`src/design/ictf_pkg.sv`:
```
// -----------------------------------------------------------------------------
// ictf_pkg
// Shared types, constants and the arctangent table of the tilt filter.
// -----------------------------------------------------------------------------
`default_nettype none

package ictf_pkg;

   // angle format and CORDIC table format
   localparam int ANGLE_FRAC_BITS  = 16;
   localparam int ANGLE_W          = 26;
   localparam int TAB_FRAC         = 24;
   localparam int TAB_LEN          = 24;
   localparam int TAB_IDX_W        = 5;
   localparam int CORDIC_STEPS_DEF = 16;
   localparam int SQRT_STEPS       = 32;
   localparam int ROUND_SHIFT      = TAB_FRAC - ANGLE_FRAC_BITS;

   // gyro increment divider
   localparam int DIV_NUM_W = 65;
   localparam int DIV_QUO_W = 57;
   localparam int DEN_W     = 26;
   localparam int DIV_CNT_W = 7;

   // front-to-back queue
   localparam int QUEUE_DEPTH = 2;

   // configuration port
   localparam int CSR_IDX_W  = 2;
   localparam int CSR_DATA_W = 17;

   typedef enum logic [CSR_IDX_W-1:0] {
      CSR_GYRO_BIAS = 2'd0,
      CSR_COUNTS    = 2'd1,
      CSR_WEIGHT    = 2'd2
   } csr_index_type;

   localparam logic signed [ANGLE_W-1:0] ANGLE_LIMIT =
      ANGLE_W'(360 * (1 << ANGLE_FRAC_BITS));
   localparam logic signed [ANGLE_W-1:0] ANGLE_90 =
      ANGLE_W'(90 * (1 << ANGLE_FRAC_BITS));
   localparam logic [16:0] WEIGHT_ONE = 17'd65536;

   // one classified sample handed from front to back
   typedef struct packed {
      logic signed [15:0] accel_x;
      logic [31:0]        tilt_sq;   // ay^2 + az^2
      logic [31:0]        dt;
      logic signed [16:0] rate;      // gyro minus bias
   } work_item_type;

   // atan(2^-i) in Q24 degrees
   function automatic logic signed [31:0] atan_q24(input logic [TAB_IDX_W-1:0] idx);
      logic signed [31:0] val;
      case (idx)
         5'd0:    val = 32'sd754974720;
         5'd1:    val = 32'sd445687602;
         5'd2:    val = 32'sd235489088;
         5'd3:    val = 32'sd119537938;
         5'd4:    val = 32'sd60000934;
         5'd5:    val = 32'sd30029717;
         5'd6:    val = 32'sd15018523;
         5'd7:    val = 32'sd7509720;
         5'd8:    val = 32'sd3754917;
         5'd9:    val = 32'sd1877466;
         5'd10:   val = 32'sd938734;
         5'd11:   val = 32'sd469367;
         5'd12:   val = 32'sd234684;
         5'd13:   val = 32'sd117342;
         5'd14:   val = 32'sd58671;
         5'd15:   val = 32'sd29335;
         5'd16:   val = 32'sd14668;
         5'd17:   val = 32'sd7334;
         5'd18:   val = 32'sd3667;
         5'd19:   val = 32'sd1833;
         5'd20:   val = 32'sd917;
         5'd21:   val = 32'sd458;
         5'd22:   val = 32'sd229;
         5'd23:   val = 32'sd115;
         default: val = 32'sd0;
      endcase
      return val;
   endfunction

endpackage

`default_nettype wire

```
`src/design/ictf_queue.sv`:
```
// -----------------------------------------------------------------------------
// ictf_queue
// Small register FIFO that decouples the front from the back.
// -----------------------------------------------------------------------------
`default_nettype none

module ictf_queue (
   input  logic                    clock,
   input  logic                    reset,
   input  logic                    push_valid,
   output logic                    push_ready,
   input  ictf_pkg::work_item_type push_data,
   output logic                    pop_valid,
   input  logic                    pop_ready,
   output ictf_pkg::work_item_type pop_data
);
   import ictf_pkg::*;

   localparam int PTR_W = $clog2(QUEUE_DEPTH);
   localparam int CNT_W = $clog2(QUEUE_DEPTH + 1);

   work_item_type           slot_ff [QUEUE_DEPTH];
   logic [PTR_W-1:0]        wr_ptr_ff, rd_ptr_ff;
   logic [CNT_W-1:0]        count_ff, count_in;
   logic                    push, pop;

   assign push_ready = count_ff != CNT_W'(QUEUE_DEPTH);
   assign pop_valid  = count_ff != '0;
   assign push       = push_valid && push_ready;
   assign pop        = pop_valid && pop_ready;
   assign pop_data   = slot_ff[rd_ptr_ff];

   always_comb begin
      count_in = count_ff;
      if (push && !pop) begin
         count_in = count_ff + 1'b1;
      end else if (pop && !push) begin
         count_in = count_ff - 1'b1;
      end
   end

   // advance pointers and count
   always_ff @(posedge clock) begin
      if (reset) begin
         wr_ptr_ff <= '0;
         rd_ptr_ff <= '0;
         count_ff  <= '0;
      end else begin
         count_ff <= count_in;
         if (push) begin
            wr_ptr_ff <= wr_ptr_ff + 1'b1;
         end
         if (pop) begin
            rd_ptr_ff <= rd_ptr_ff + 1'b1;
         end
      end
   end

   always_ff @(posedge clock) begin
      if (push) begin
         slot_ff[wr_ptr_ff] <= push_data;
      end
   end

endmodule

`default_nettype wire

```
`config.mk`:
```
export PLATFORM = sky130hd
export DESIGN_NAME = ictf_queue
export DESIGN_NICKNAME = d
export VERILOG_FILES = /design/src/design/ictf_pkg.sv /design/src/design/ictf_queue.sv
export SDC_FILE = /design/constraint.sdc
export NUM_CORES = 1
export LEC_CHECK = 0
export BUFFER_PORTS_ARGS = -buffer_cell sky130_fd_sc_hd__buf_2
export CAP_MARGIN = 10
export CORE_AREA = 8 8 145 147
export DETAILED_ROUTE_END_ITERATION = 10
export DIE_AREA = 0 0 153 155
export PLACE_DENSITY_LB_ADDON = 0.2
export SLEW_MARGIN = 20
export SYNTH_ARGS = -nofsm -noshare
export SYNTH_HDL_FRONTEND = slang
export SYNTH_SLANG_ARGS = --single-unit
export TNS_END_PERCENT = 20
```
`constraint.sdc`:
```
create_clock -name clock -period 4 [get_ports clock]
set_clock_uncertainty 0.1 [all_clocks]
set_input_delay 0.8 -clock clock [delete_from_list [all_inputs] [get_ports clock]]
set_output_delay 0.8 -clock clock [all_outputs]
set_load 0.01 [all_outputs]
```
==> impl_metrics.csv <==
group,metric,value,unit
worst_setup_path,crit_fanout,40,
power,powerDensity,625,mW/mm^2
cells_and_area,area_growth,25.4,%
synth,synth_edf_count,194,
placed_design,pre_cts_slack,1390,ps
synth,yosys-top-cells-count,"edfxtp_1, mux2_2, mux2_4, buf_2",
die,die_h,155,um
cts,cts_max_level,4,
placed_design,numPortBuffers,199,
worst_setup_path,worstPathArrival,2120,ps
detailed_routing,dr.pass1.iters,4,
die,start_util,0.387,
detailed_routing,postRouteAntennaNets,0,
detailed_routing,post_drt_via_cell_ratio,4.74,
global_route,grt_pass1_wl,22800,um
global_route,grt_max_degree,55,
cts,postCtsSetupBuffers,0,
worst_setup_path,regToRegEndpoint,"slot_ff[1][24]",
synth,netlist_area,0.00734,mm^2
timing,hold_violations,0,
die,die-area,0.0237,mm^2
cts,cts_buffer_depth,2,
placed_design,place_hpwl,9850,um
synth,post-synth-top-count-cell,"edfxtp_1",
worst_hold_path,min_to,"rd_ptr_ff",
cells_and_area,drive_gt1_frac,0.613,
worst_setup_path,crit_type,"reg2out",
cts,hold_buffers,0,
cells_and_area,fillerInstances,1598,
synth,ys_seq_area_frac,0.807,
power,seqPwrFrac,0.474,
synth,synthArstFlopShare,0,
cts,tritoncts,"yes",
timing,fmax,332,MHz
cells_and_area,antennaDiodeCount,0,
worst_hold_path,min_from,"rd_ptr_ff",
die,io_pins,200,
global_route,grt_pass1_vias,4213,
power,p_leak,0.00346,uW
cts,cts_made_buffers,17,
global_route,overflow,0,
timing,setup_viol_count_final,0,
synth,yosys-top-cells-area,"edfxtp_1, mux2_2, mux2_4",
worst_setup_path,reg2reg_from,"count_ff[0]",
timing,relSlewSlack,0.558,
timing,timing.final.crit_share,0.754,
cells_and_area,nets,639,
worst_setup_path,crit_family,"flip-flops",
synth,synth_cells,326,
die,dieWidth,153,um
worst_hold_path,hold_path_class,"reg2reg",
global_route,antenna_found_initial,1,
detailed_routing,vias,3736,
power,p_sw,1630,uW
synth,ys.flop_type,"edfxtp_1",
timing,tightestPinTransition,663,ps
timing,min_period,3020,ps
job,drv_cap,0,
timing,maxSlewViolCount,0,
synth,synth-seq-cells,199,
worst_setup_path,critical_path.cell_chain,"buf_4, mux2_2, buf_2",
worst_setup_path,critPathSlowestCell,"dfxtp_4",
detailed_routing,drc_errors,0,
power,intPower,4120,uW
cts,cts_root_buf,"clkbuf_16",
worst_setup_path,cpPeakStageDelay,730,ps
status,outcome,"complete, no violations",
cts,worstSkewPairLatency,420,ps
worst_hold_path,hold_path_depth,2,
detailed_routing,drtIter0Drc,131,
die,core_area,0.0190,mm^2
timing,setup_slack,985,ps
synth,ys_warn_count,0,
synth,synth_top_cell_by_area,"edfxtp_1",
cts,path_clk_slew,70,ps
worst_setup_path,reg2reg_depth,3,
synth,synth_nets,428,
worst_setup_path,critPathLaunchType,"register",
timing,rsz0062_at_grt,"false",
worst_setup_path,endpoint_kind,"primary output",
power,power_frac_clock,0.287,
synth,synth_area_per_cell,22.5,um^2
power,power.share.combinational,0.239,
power,irDropWorstVdd,0.000266,V
worst_setup_path,crit_required,3100,ps
synth,yosysUniqueCellTypes,19,
worst_setup_path,r2r_slack,1860,ps
global_route,grtUsageTotal,0.124,
die,rows,51,
synth,synth_top_area_frac,0.794,
power,p_sw_frac,0.284,
placed_design,gp_congestion,0.693,
detailed_routing,wl_per_cell,18.4,um
timing,fin_tns_setup,0,ps
detailed_routing,routed_wl,14500,um
worst_setup_path,crit_buf_inv,2,
cts,post_cts_resized,0,
cts,cts_sinks,199,
==> cells by family after synthesis <==
family / count (synthesis) / synth area share
xor gates and xnor gates: 3 / 0.00358
and+or+nand+nor: 9 / 0.00682
DFF: 199 / 0.807
muxes: 97 / 0.164
adders and majority gates: 1 / 0.00170
buffers and inverters: 12 / 0.0123
AOI/OAI and AO/OA: 5 / 0.00409
==> through the flow <==
step | hold slack (ps) | total power [uW] | util | std cells | cell area, um^2
detailed placement | 401 | 4190 | 0.455 | 756 | 8630
CTS | 423 | 5850 | 0.486 | 788 | 9200
floorplan | 371 | 3660 | - | 326 | 7340
global placement | 387 | 4160 | 0.455 | 756 | 8630
finish | 419 | 5750 | 0.486 | 788 | 9200
global route | 431 | 6030 | 0.486 | 788 | 9200
==> cell type report <==
class / count / area, um^2 / share of cell area
repair buffers: 203 / 1060 / 0.116
clock buffers: 17 / 425 / 0.0462
multi-input cells: 115 / 1330 / 0.144
inverters: 1 / 6.26 / 0.000680
clock inverters: 15 / 153 / 0.0166
flip-flops and latches: 199 / 5930 / 0.644
well taps: 238 / 298 / 0.0324
==> per-layer routing <==
metal / vias up / part of all wire / track usage
met4: 2 / 0.0068 / 0.0311
met5: - / 0.00069 / 0
met1: 1875 / 0.44 / 0.149
met2: 137 / 0.47 / 0.201
li1: 1714 / - / -
met3: 8 / 0.085 / 0.0574
==> sequential cells by signal (all words and copies together) (netlist names), named ones only <==
name,count
count_ff,2
rd_ptr_ff,1
slot_ff,194
wr_ptr_ff,1
==> worst min-delay path: stages, from the launching register on <==
cell,delay (ps)
dfxtp_1,330
xor2_1,80
nor2_1,80
==> power by group through the flow <==
stage | Sequential, uW | Combinational, uW | Clock [uW]
after floorplan | 2720 | 945 | 0
after global placement | 2770 | 1390 | 0
after detailed placement | 2780 | 1410 | 0
after CTS | 2730 | 1420 | 1700
after global routing | 2760 | 1500 | 1770
final | 2730 | 1380 | 1650
==> layout by cell type (no fill, tap or decap), drive strengths merged <==
| master | count |
|---|---|
| a21bo | 1 |
| xor2 | 3 |
| nor2 | 3 |
| dfxtp | 5 |
| inv | 10 |
| ha | 1 |
| o21ai | 2 |
| or3 | 1 |
| or2 | 1 |
| edfxtp | 194 |
| clkinv | 3 |
| and2 | 1 |
| and3 | 1 |
| nand2b | 1 |
| a21oi | 2 |
| buf | 203 |
| nand3b | 1 |
| clkinvlp | 3 |
| clkbuf | 17 |
| mux2 | 97 |
==> worst max path at each step <==
stage                                to        from  slack, ps  depth (start not counted)
final                      pop_data[19]    register        980                          3
after global routing       pop_data[31]    register        850                          3
after CTS                  pop_data[33]    register        920                          3
after detailed placement   pop_data[33]    register       1390                          3
after global placement      pop_data[1]    register       1440                          3
after floorplan           slot_ff[1][0]  push_valid        330                          1
No activity file was read; power rests on OpenSTA's default activity.
