[src/design/ictf_pkg.sv]
// -----------------------------------------------------------------------------
// ictf_pkg
// Shared types, constants and the arctangent table of the tilt filter.
// -----------------------------------------------------------------------------
`default_nettype none

package ictf_pkg;

   // angle format and CORDIC table format
   localparam int ANGLE_FRAC_BITS  = 16;
   localparam int ANGLE_W          = 26;
   localparam int TAB_FRAC         = 24;
   localparam int TAB_LEN          = 24;
   localparam int TAB_IDX_W        = 5;
   localparam int CORDIC_STEPS_DEF = 16;
   localparam int SQRT_STEPS       = 32;
   localparam int ROUND_SHIFT      = TAB_FRAC - ANGLE_FRAC_BITS;

   // gyro increment divider
   localparam int DIV_NUM_W = 65;
   localparam int DIV_QUO_W = 57;
   localparam int DEN_W     = 26;
   localparam int DIV_CNT_W = 7;

   // front-to-back queue
   localparam int QUEUE_DEPTH = 2;

   // configuration port
   localparam int CSR_IDX_W  = 2;
   localparam int CSR_DATA_W = 17;

   typedef enum logic [CSR_IDX_W-1:0] {
      CSR_GYRO_BIAS = 2'd0,
      CSR_COUNTS    = 2'd1,
      CSR_WEIGHT    = 2'd2
   } csr_index_type;

   localparam logic signed [ANGLE_W-1:0] ANGLE_LIMIT =
      ANGLE_W'(360 * (1 << ANGLE_FRAC_BITS));
   localparam logic signed [ANGLE_W-1:0] ANGLE_90 =
      ANGLE_W'(90 * (1 << ANGLE_FRAC_BITS));
   localparam logic [16:0] WEIGHT_ONE = 17'd65536;

   // one classified sample handed from front to back
   typedef struct packed {
      logic signed [15:0] accel_x;
      logic [31:0]        tilt_sq;   // ay^2 + az^2
      logic [31:0]        dt;
      logic signed [16:0] rate;      // gyro minus bias
   } work_item_type;

   // atan(2^-i) in Q24 degrees
   function automatic logic signed [31:0] atan_q24(input logic [TAB_IDX_W-1:0] idx);
      logic signed [31:0] val;
      case (idx)
         5'd0:    val = 32'sd754974720;
         5'd1:    val = 32'sd445687602;
         5'd2:    val = 32'sd235489088;
         5'd3:    val = 32'sd119537938;
         5'd4:    val = 32'sd60000934;
         5'd5:    val = 32'sd30029717;
         5'd6:    val = 32'sd15018523;
         5'd7:    val = 32'sd7509720;
         5'd8:    val = 32'sd3754917;
         5'd9:    val = 32'sd1877466;
         5'd10:   val = 32'sd938734;
         5'd11:   val = 32'sd469367;
         5'd12:   val = 32'sd234684;
         5'd13:   val = 32'sd117342;
         5'd14:   val = 32'sd58671;
         5'd15:   val = 32'sd29335;
         5'd16:   val = 32'sd14668;
         5'd17:   val = 32'sd7334;
         5'd18:   val = 32'sd3667;
         5'd19:   val = 32'sd1833;
         5'd20:   val = 32'sd917;
         5'd21:   val = 32'sd458;
         5'd22:   val = 32'sd229;
         5'd23:   val = 32'sd115;
         default: val = 32'sd0;
      endcase
      return val;
   endfunction

endpackage

`default_nettype wire

[src/design/ictf_ifs.sv]
// -----------------------------------------------------------------------------
// ictf channel interfaces
// Sample, result and configuration channels with valid/ready handshakes.
// -----------------------------------------------------------------------------
`default_nettype none

interface ictf_req_if;
   logic               valid;
   logic               ready;
   logic signed [15:0] accel_x;
   logic signed [15:0] accel_y;
   logic signed [15:0] accel_z;
   logic signed [15:0] gyro_y;
   logic [31:0]        time_ms;
   modport source (output valid, accel_x, accel_y, accel_z, gyro_y, time_ms,
                   input ready);
   modport sink (input valid, accel_x, accel_y, accel_z, gyro_y, time_ms,
                 output ready);
endinterface


`default_nettype wire

[src/design/ictf_front.sv]
// -----------------------------------------------------------------------------
// ictf_front
// Takes samples, forms elapsed time, tilt square sum and corrected gyro rate.
// -----------------------------------------------------------------------------
`default_nettype none

module ictf_front (
   input  logic                          clock,
   input  logic                          reset,
   ictf_req_if.sink                      req,
   input  logic signed [15:0]            gyro_bias,
   output logic                          work_valid,
   input  logic                          work_ready,
   output ictf_pkg::work_item_type       work_item
);
   import ictf_pkg::*;

   logic               stage_valid_ff, stage_valid_in;
   logic signed [15:0] ax_ff, ay_ff, az_ff, gy_ff;
   logic [31:0]        time_ff;
   logic [31:0]        last_time_ff;
   logic               accept, push;
   logic signed [31:0] ay_sq, az_sq;

   // hold one sample until the queue takes it
   assign push           = stage_valid_ff && work_ready;
   assign req.ready      = !stage_valid_ff || work_ready;
   assign accept         = req.valid && req.ready;
   assign stage_valid_in = accept || (stage_valid_ff && !push);

   always_ff @(posedge clock) begin
      if (reset) begin
         stage_valid_ff <= 1'b0;
         last_time_ff   <= 32'd0;
      end else begin
         stage_valid_ff <= stage_valid_in;
         if (push) begin
            last_time_ff <= time_ff;
         end
      end
   end

   always_ff @(posedge clock) begin
      if (accept) begin
         ax_ff   <= req.accel_x;
         ay_ff   <= req.accel_y;
         az_ff   <= req.accel_z;
         gy_ff   <= req.gyro_y;
         time_ff <= req.time_ms;
      end
   end

   // classify the staged sample
   assign ay_sq = ay_ff * ay_ff;
   assign az_sq = az_ff * az_ff;

   assign work_valid         = stage_valid_ff;
   assign work_item.accel_x  = ax_ff;
   assign work_item.tilt_sq  = {1'b0, ay_sq[30:0]} + {1'b0, az_sq[30:0]};
   assign work_item.dt       = time_ff - last_time_ff;
   assign work_item.rate     = {gy_ff[15], gy_ff} - {gyro_bias[15], gyro_bias};

endmodule

`default_nettype wire

[src/flat_wrapper.sv]
// flat-port wrapper written by rule: the top's interface ports become plain ports
module ictf_front_flat import ictf_pkg::*;
  (clock, reset, gyro_bias, work_valid, work_ready, work_item, req_valid, req_accel_x, req_accel_y, req_accel_z, req_gyro_y, req_time_ms, req_ready);
  ictf_req_if req_i ();
  input  logic clock;
  input  logic reset;
  input  logic signed [15:0] gyro_bias;
  output logic work_valid;
  input  logic work_ready;
  output ictf_pkg::work_item_type work_item;
  input wire logic [$bits(req_i.valid)-1:0] req_valid;
  input wire logic [$bits(req_i.accel_x)-1:0] req_accel_x;
  input wire logic [$bits(req_i.accel_y)-1:0] req_accel_y;
  input wire logic [$bits(req_i.accel_z)-1:0] req_accel_z;
  input wire logic [$bits(req_i.gyro_y)-1:0] req_gyro_y;
  input wire logic [$bits(req_i.time_ms)-1:0] req_time_ms;
  output wire logic [$bits(req_i.ready)-1:0] req_ready;
  assign req_i.valid = req_valid;
  assign req_i.accel_x = req_accel_x;
  assign req_i.accel_y = req_accel_y;
  assign req_i.accel_z = req_accel_z;
  assign req_i.gyro_y = req_gyro_y;
  assign req_i.time_ms = req_time_ms;
  assign req_ready = req_i.ready;
  ictf_front u_core (.clock(clock), .reset(reset), .req(req_i), .gyro_bias(gyro_bias), .work_valid(work_valid), .work_ready(work_ready), .work_item(work_item));
endmodule
[config.mk]
export PLATFORM = sky130hd
export DESIGN_NAME = ictf_front_flat
export DESIGN_NICKNAME = d
export VERILOG_FILES = /design/src/design/ictf_pkg.sv /design/src/design/ictf_ifs.sv /design/src/design/ictf_front.sv /design/src/flat_wrapper.sv
export SDC_FILE = /design/constraint.sdc
export NUM_CORES = 1
export LEC_CHECK = 0
export BUFFER_PORTS_ARGS = -buffer_cell sky130_fd_sc_hd__buf_2
export CORE_ASPECT_RATIO = 1.75
export CORE_MARGIN = 4
export CORE_UTILIZATION = 44
export CTS_CLUSTER_SIZE = 16
export DETAILED_ROUTE_END_ITERATION = 8
export PLACE_DENSITY = 0.6
export SETUP_SLACK_MARGIN = 0.2
export SLEW_MARGIN = 20
export SYNTH_ARGS = -nofsm -noshare
export SYNTH_HDL_FRONTEND = slang
export SYNTH_SLANG_ARGS = --single-unit
[constraint.sdc]
create_clock -name clock -period 12.22 [get_ports clock]
set_input_delay 3.666 -clock clock [delete_from_list [all_inputs] [get_ports clock]]
set_output_delay 3.666 -clock clock [all_outputs]
set_load 0.005 [all_outputs]
==> results of run 1 <==
==> placed cells by master, fill, tap and decap left out, types with 28 or more instances in the layout <==
cell type | Yosys | layout
inv_1 | 732 | 730
nor3_1 | 30 | 29
o21ai_0 | 59 | 51
buf_4 | 0 | 122
nand2b_1 | 29 | 28
fa_1 | 457 | 455
xor2_1 | 38 | 36
nor2_1 | 119 | 116
dfxtp_1 | 33 | 33
buf_2 | 0 | 213
a21oi_1 | 133 | 122
and2_1 | 76 | 75
a21o_1 | 39 | 39
nand2_1 | 269 | 267
ha_1 | 250 | 230
xnor2_1 | 106 | 104
edfxtp_1 | 96 | 96
==> routing by layer <==
metal	up-vias	wire length (um)
li1	9072	-
met1	9668	24000
met2	485	38300
met3	136	3210
met4	4	2850
met5	-	27
==> flip-flops by register name (all words and copies together) (netlist names) <==
signal	flops
u_core.work_valid	1
u_core.az_ff	16
u_core.ax_ff	16
u_core.last_time_ff	32
u_core.time_ff	32
u_core.ay_ff	16
u_core.gy_ff	16
==> cell families after synthesis <==
| logic type | after synthesis | share of synthesized area (%) |
|---|---|---|
| multiplexers | 6 | 0.252 |
| flip-flops | 129 | 14.0 |
| buffers and inverters | 795 | 11.8 |
| AND/OR/NAND/NOR | 630 | 11.6 |
| XOR/XNOR | 144 | 4.99 |
| adder cells (fa/ha/maj) | 707 | 48.5 |
| AO/OA/AOI/OAI | 346 | 8.88 |
==> worst max path at each step <==
stage                                from             to  slack [ns]
after floorplan           u_core.ay_ff[2]  work_item[78]        1.20
after global placement    u_core.az_ff[3]  work_item[78]        0.39
after detailed placement  u_core.az_ff[3]  work_item[78]        0.26
after CTS                 u_core.az_ff[2]  work_item[78]        0.16
after global routing      u_core.ay_ff[8]  work_item[79]        0.09
final                     u_core.az_ff[9]  work_item[79]        0.50
==> final cells by class <==
cell class              count  area [um^2]
repair buffers            343         2080
inverters                 733         2760
clock inverters            14          168
multi-input cells        1833        19200
flip-flops and latches    129         3540
fillers                  5330        27900
well taps                 767          960
diodes                      1         2.50
clock buffers              18          429
==> worst max-delay path, delay by kind of cell (launching register included) <==
family                   cells  cell delay (ns)
AO/OA/AOI/OAI                8             1.42
XOR/XNOR                     1             0.19
adder cells (fa/ha/maj)      8             3.69
flip-flops                   1             0.53
AND/OR/NAND/NOR              5             0.85
buffers and inverters        8             0.92
==> synthesized netlist by cell type (11+ instances only) <==
cell type	number	share of area, %
o21a_1	22	0.65
nand3_1	25	0.49
fa_1	457	36
nor3_1	30	0.59
xnor2_1	106	3.7
a21o_1	39	1.2
clkbuf_1	62	0.92
nor2b_1	24	0.59
and2_1	76	1.9
or3_1	13	0.32
nand2_1	269	4.0
a211oi_1	11	0.33
inv_1	732	11
ha_1	250	12
edfxtp_1	96	11
nand2b_1	29	0.72
a21oi_1	133	2.6
nor2_1	119	1.8
dfxtp_1	33	2.6
o21ai_0	59	1.2
and3_1	16	0.40
xor2_1	38	1.3
==> metrics by stage <==
step                      cell area [um^2]  instances  worst slack [ns]
after floorplan                      25300       2757              1.20
after detailed placement             27300       3709             0.259
after global placement               27300       3709             0.392
after global routing                 29100       3837            0.0892
final                                29100       3838             0.501
after CTS                            28400       3800             0.158
==> what timing repair did <==
item                                   4_1_cts  5_1_grt
pin swaps                                    1       35
endpoints found under the hold margin        0        0
buffers inserted                            59       37
setup endpoints to repair                   10       10
gates resized for setup                      6       79
==> impl_summary.log, run 1 <==
INFO  metric final_max_slew_violation_count = 0
INFO  metric min_period_over_period = 95.9%
INFO  metric reg2regPathDepth = 3
INFO  metric grt_pass1_vias = 21800
INFO  metric die_width = 189 um
INFO  metric io_pins = 215
INFO  metric insertion_delay = 0.49 ns
INFO  metric cts_tree = done
INFO  metric detailroute.via_count = 19400
INFO  metric critical_path.most_common_cell = fa_1
INFO  metric routed_wl = 68400 um
INFO  metric setup.reg_to_reg.worst_slack = 10.06 ns
INFO  metric r2r_end = u_core.ay_ff[10]
INFO  metric cts.root.buffer_cell = clkbuf_16
INFO  metric post-route-drc-count = 0
INFO  metric rows = 116
INFO  metric dieArea = 0.0615 mm^2
INFO  metric crit_required = 8.55 ns
INFO  metric hold_ws = 0.453 ns
INFO  metric fin_worst_skew = 0.0214 ns
INFO  metric outcome = finished, final reports clean
INFO  metric globalRouteTotalUtil = 22.7%
INFO  metric cts_hold_buf = 0
INFO  metric cts_inserted_buffers = 17
INFO  metric synth_ff_type = edfxtp_1
INFO  metric hold_depth = 2
INFO  metric yosys.cell_types.count = 65
INFO  metric final_nets = 3880
INFO  metric route.detailed.wl_per_inst = 17.8 um
INFO  metric grt_first_pass_wirelength = 110000 um
INFO  metric synth.avg_cell_area = 9.18 um^2
INFO  metric yosysSeqAreaShare = 14.0%
INFO  metric period_minus_slack = 11.72 ns
INFO  metric antenna_left = 0
INFO  metric dp_hpwl = 56100 um
INFO  metric layout_stage_area_growth_over_the_synthesis_result = 15.0%
INFO  metric drt-initial-drc-count = 818
INFO  metric worst_slew_pin_slew = 0.996 ns
INFO  metric finish.utilization = 51.0%
INFO  metric finalSetupViolCount = 0
INFO  metric clock_sinks = 129
INFO  metric syn_inst = 2757
INFO  metric cp.arrival = 8.05 ns
INFO  metric setup_repair_after_global_routing_missed_its_margin = true
INFO  metric floorplan.core_area = 0.0570 mm^2
INFO  metric setup.worst_path.start_class = flop
INFO  metric hold_class = reg -> reg
INFO  metric maximum_number_of_pins_on_one_net_before_global_route_repair = 68
INFO  metric chipHeight = 325 um
INFO  metric beginning_of_the_worst_hold_path = u_core.last_time_ff[7]
INFO  metric dr.pass1.iters = 4
INFO  metric synthesis.area = 0.0253 mm^2
INFO  metric globalRoute.totalOverflow = 0
INFO  metric grt_use_met1 = 24.0%
INFO  metric drive_above_1_share = 14.9%
INFO  metric synth_async_sr_flop_share = 0%
INFO  metric place_congestion = 0.927
INFO  metric grt.met2_usage = 44.0%
INFO  metric clk_transition_reported_paths = 0.06 ns
INFO  metric worst_path_max_delay_cell = edfxtp_1
INFO  metric grt_antenna_before_repair = 4
INFO  metric postSynthNetCount = 3580
INFO  metric worst_hold_end = u_core.last_time_ff[7]
INFO  metric timing_worst_setup_path_type = reg -> out
INFO  metric synth_edf_count = 96
INFO  metric max_clock_freq = 85.3 MHz
INFO  metric port_buffers = 214
INFO  metric max-cap-violations = 0
INFO  metric clock_tree.htree_level_count = 4
INFO  metric yosys_warnings = 0
INFO  metric rr_startpoint = u_core.work_valid
INFO  metric clock_tree.buffer_depth = 2
INFO  metric hold_viol = 0
INFO  metric ys_seq_elements = 129
INFO  metric timing.critical_path.slowest_cell_delay = 0.53 ns
INFO  metric initial_utilization = 44.4%
INFO  metric gr-max-usage-layer = met2
INFO  metric worst_setup_end_kind = output pin
INFO  metric critPathMaxFanout = 8
INFO  metric finalSetupTns = 0 ns
INFO  metric worst_slew_margin = 33.6%
INFO  metric use_met3 = 3.98%
INFO  metric post_drt_via_cell_ratio = 5.05
Power of run 1 is left out: the tool's default activity adds up to more than one toggle a clock period on the data nets, which glitch-free logic cannot reach.
==> run 2, diff against run 1 <==
- GPL_TIMING_DRIVEN: not set -> 0
==> impl_summary.log, run 2 (synthesis gave the netlist of run 1 again) <==
INFO  metric drt-initial-drc-count = 672
INFO  metric hold_ws = 0.453 ns
INFO  metric dp_hpwl = 57400 um
INFO  metric worst_slew_margin = 32.0%
INFO  metric hold_class = reg -> reg
INFO  metric io_pins = 215
INFO  metric hold_depth = 2
INFO  metric setup.worst_path.start_class = flop
INFO  metric clock_tree.htree_level_count = 4
INFO  metric detailroute.via_count = 19600
INFO  metric dieArea = 0.0615 mm^2
INFO  metric final.setup.worst_slack = 0.381 ns
INFO  metric clk_transition_reported_paths = 0.07 ns
INFO  metric routed_wl = 68200 um
INFO  metric die_width = 189 um
INFO  metric post-route-drc-count = 0
INFO  metric cts_hold_buf = 0
INFO  metric insertion_delay = 0.48 ns
INFO  metric max_clock_freq = 84.5 MHz
INFO  metric clock_sinks = 129
INFO  metric beginning_of_the_worst_hold_path = u_core.last_time_ff[29]
INFO  metric setup.reg_to_reg.worst_slack = 10.67 ns
INFO  metric crit_required = 8.55 ns
INFO  metric finalSetupTns = 0 ns
INFO  metric chipHeight = 325 um
INFO  metric layout_stage_area_growth_over_the_synthesis_result = 15.3%
INFO  metric fin_worst_skew = 0.0129 ns
INFO  metric globalRoute.totalOverflow = 0
INFO  metric drive_above_1_share = 15.4%
INFO  metric critical_path.most_common_cell = fa_1
INFO  metric post_drt_via_cell_ratio = 5.10
INFO  metric maximum_number_of_pins_on_one_net_before_global_route_repair = 46
INFO  metric outcome = finished, final reports clean
INFO  metric final_nets = 3872
INFO  metric rows = 116
INFO  metric critPathMaxFanout = 7
INFO  metric grt_pass1_vias = 21800
INFO  metric globalRouteTotalUtil = 22.5%
INFO  metric mostFrequentLayoutCell = inv_1
INFO  metric floorplan.core_area = 0.0570 mm^2
INFO  metric port_buffers = 213
INFO  metric finish.utilization = 51.2%
INFO  metric reg2regPathDepth = 5
INFO  metric antenna_left = 0
INFO  metric rr_startpoint = u_core.work_valid
INFO  metric worst_setup_end_kind = output pin
INFO  metric worst_hold_end = u_core.last_time_ff[29]
INFO  metric dr.pass1.iters = 5
INFO  metric place_congestion = 0.953
INFO  metric preCtsSetupSlack = -0.429 ns
INFO  metric final_cell_mix = 721 x inv_1, 451 x fa_1, 259 x nand2_1
INFO  metric grt_antenna_before_repair = 4
INFO  metric final_max_slew_violation_count = 0
INFO  metric largest_registers = u_core.last_time_ff (32), u_core.time_ff (32)
INFO  metric clock_tree.buffer_depth = 2
INFO  metric r2r_end = u_core.last_time_ff[9]
INFO  metric setup_repair_after_global_routing_missed_its_margin = true
INFO  metric max-cap-violations = 0
INFO  metric cts_tree = done
INFO  metric timing_worst_setup_path_type = reg -> out
INFO  metric hold_viol = 0
INFO  metric cts_inserted_buffers = 17
INFO  metric worst_path_max_delay_cell = edfxtp_1
INFO  metric grt_first_pass_wirelength = 108000 um
INFO  metric timing.critical_path.slowest_cell_delay = 0.58 ns
INFO  metric cts.root.buffer_cell = clkbuf_16
INFO  metric route.detailed.wl_per_inst = 17.8 um
INFO  metric cp.arrival = 8.17 ns
INFO  metric initial_utilization = 44.4%
INFO  metric period_minus_slack = 11.84 ns
INFO  metric finalSetupViolCount = 0
INFO  metric final.fill_count = 5256
INFO  metric min_period_over_period = 96.9%
INFO  metric worst_slew_pin_slew = 1.02 ns
## run 2: cell types whose count changed in the layout (fill, tap and decap cells not counted), moves of 8 or more
| cell | change |
|---|---|
| inv_1 | -9 |
| inv_2 | +9 |
| clkbuf_2 | +12 |
| nand2_1 | -8 |
| buf_4 | -61 |
| clkbuf_1 | +16 |
## run 2: stage by stage
step	area, um^2	cells
finish	29200	3830
global route	29200	3830
CTS	28400	3793
detailed placement	27400	3739
global placement	27300	3737
floorplan	25300	2757
## run 2: layout make-up
class	count	area (um^2)	share of cell area (%)
antenna	1	2.50	0.00858
buffer	62	455	1.56
timing repair buffer	273	1570	5.39
clock buffer	18	429	1.47
inverter	733	2760	9.45
multi-input combinational	1833	19300	66.1
clock inverter	14	171	0.587
tap	767	960	3.29
sequential	129	3540	12.1
## run 2: routing by layer
| layer | track usage (%) | vias up | part of all wire [%] |
|---|---|---|---|
| met4 | 10.5 | 4 | 5.0 |
| met2 | 43.4 | 568 | 55 |
| met5 | 0 | - | 0.040 |
| met3 | 4.13 | 196 | 5.4 |
| met1 | 23.0 | 9711 | 34 |
| li1 | - | 9072 | - |
## run 2: how the worst max path moves through the flow
stage,from,end,slack [ns]
floorplan,u_core.ay_ff[2],work_item[78],1.20
global placement,u_core.ay_ff[2],work_item[79],-0.46
detailed placement,u_core.ay_ff[2],work_item[79],-0.43
CTS,u_core.ay_ff[15],work_item[79],0.18
global route,u_core.ay_ff[15],work_item[79],0.09
finish,u_core.ay_ff[9],work_item[79],0.38
## run 2: repair_timing
item                                    4_1_cts  5_1_grt
endpoints found under the setup margin       14       11
hold endpoints to repair                      0        0
setup buffers                                22       35
resized for setup                           100      169
gates cloned                                  0        1
pin swaps                                    12       64
## run 2: worst max-delay path, delay by kind of cell (launching register included)
family	cells	cell delay [ns]
AO/OA/AOI/OAI	11	1.87
XOR/XNOR	2	0.28
AND/OR/NAND/NOR	3	0.62
buffers and inverters	10	0.81
adder cells (fa/ha/maj)	8	3.51
flip-flops	1	0.58
Power of run 2 is left out for the same reason.
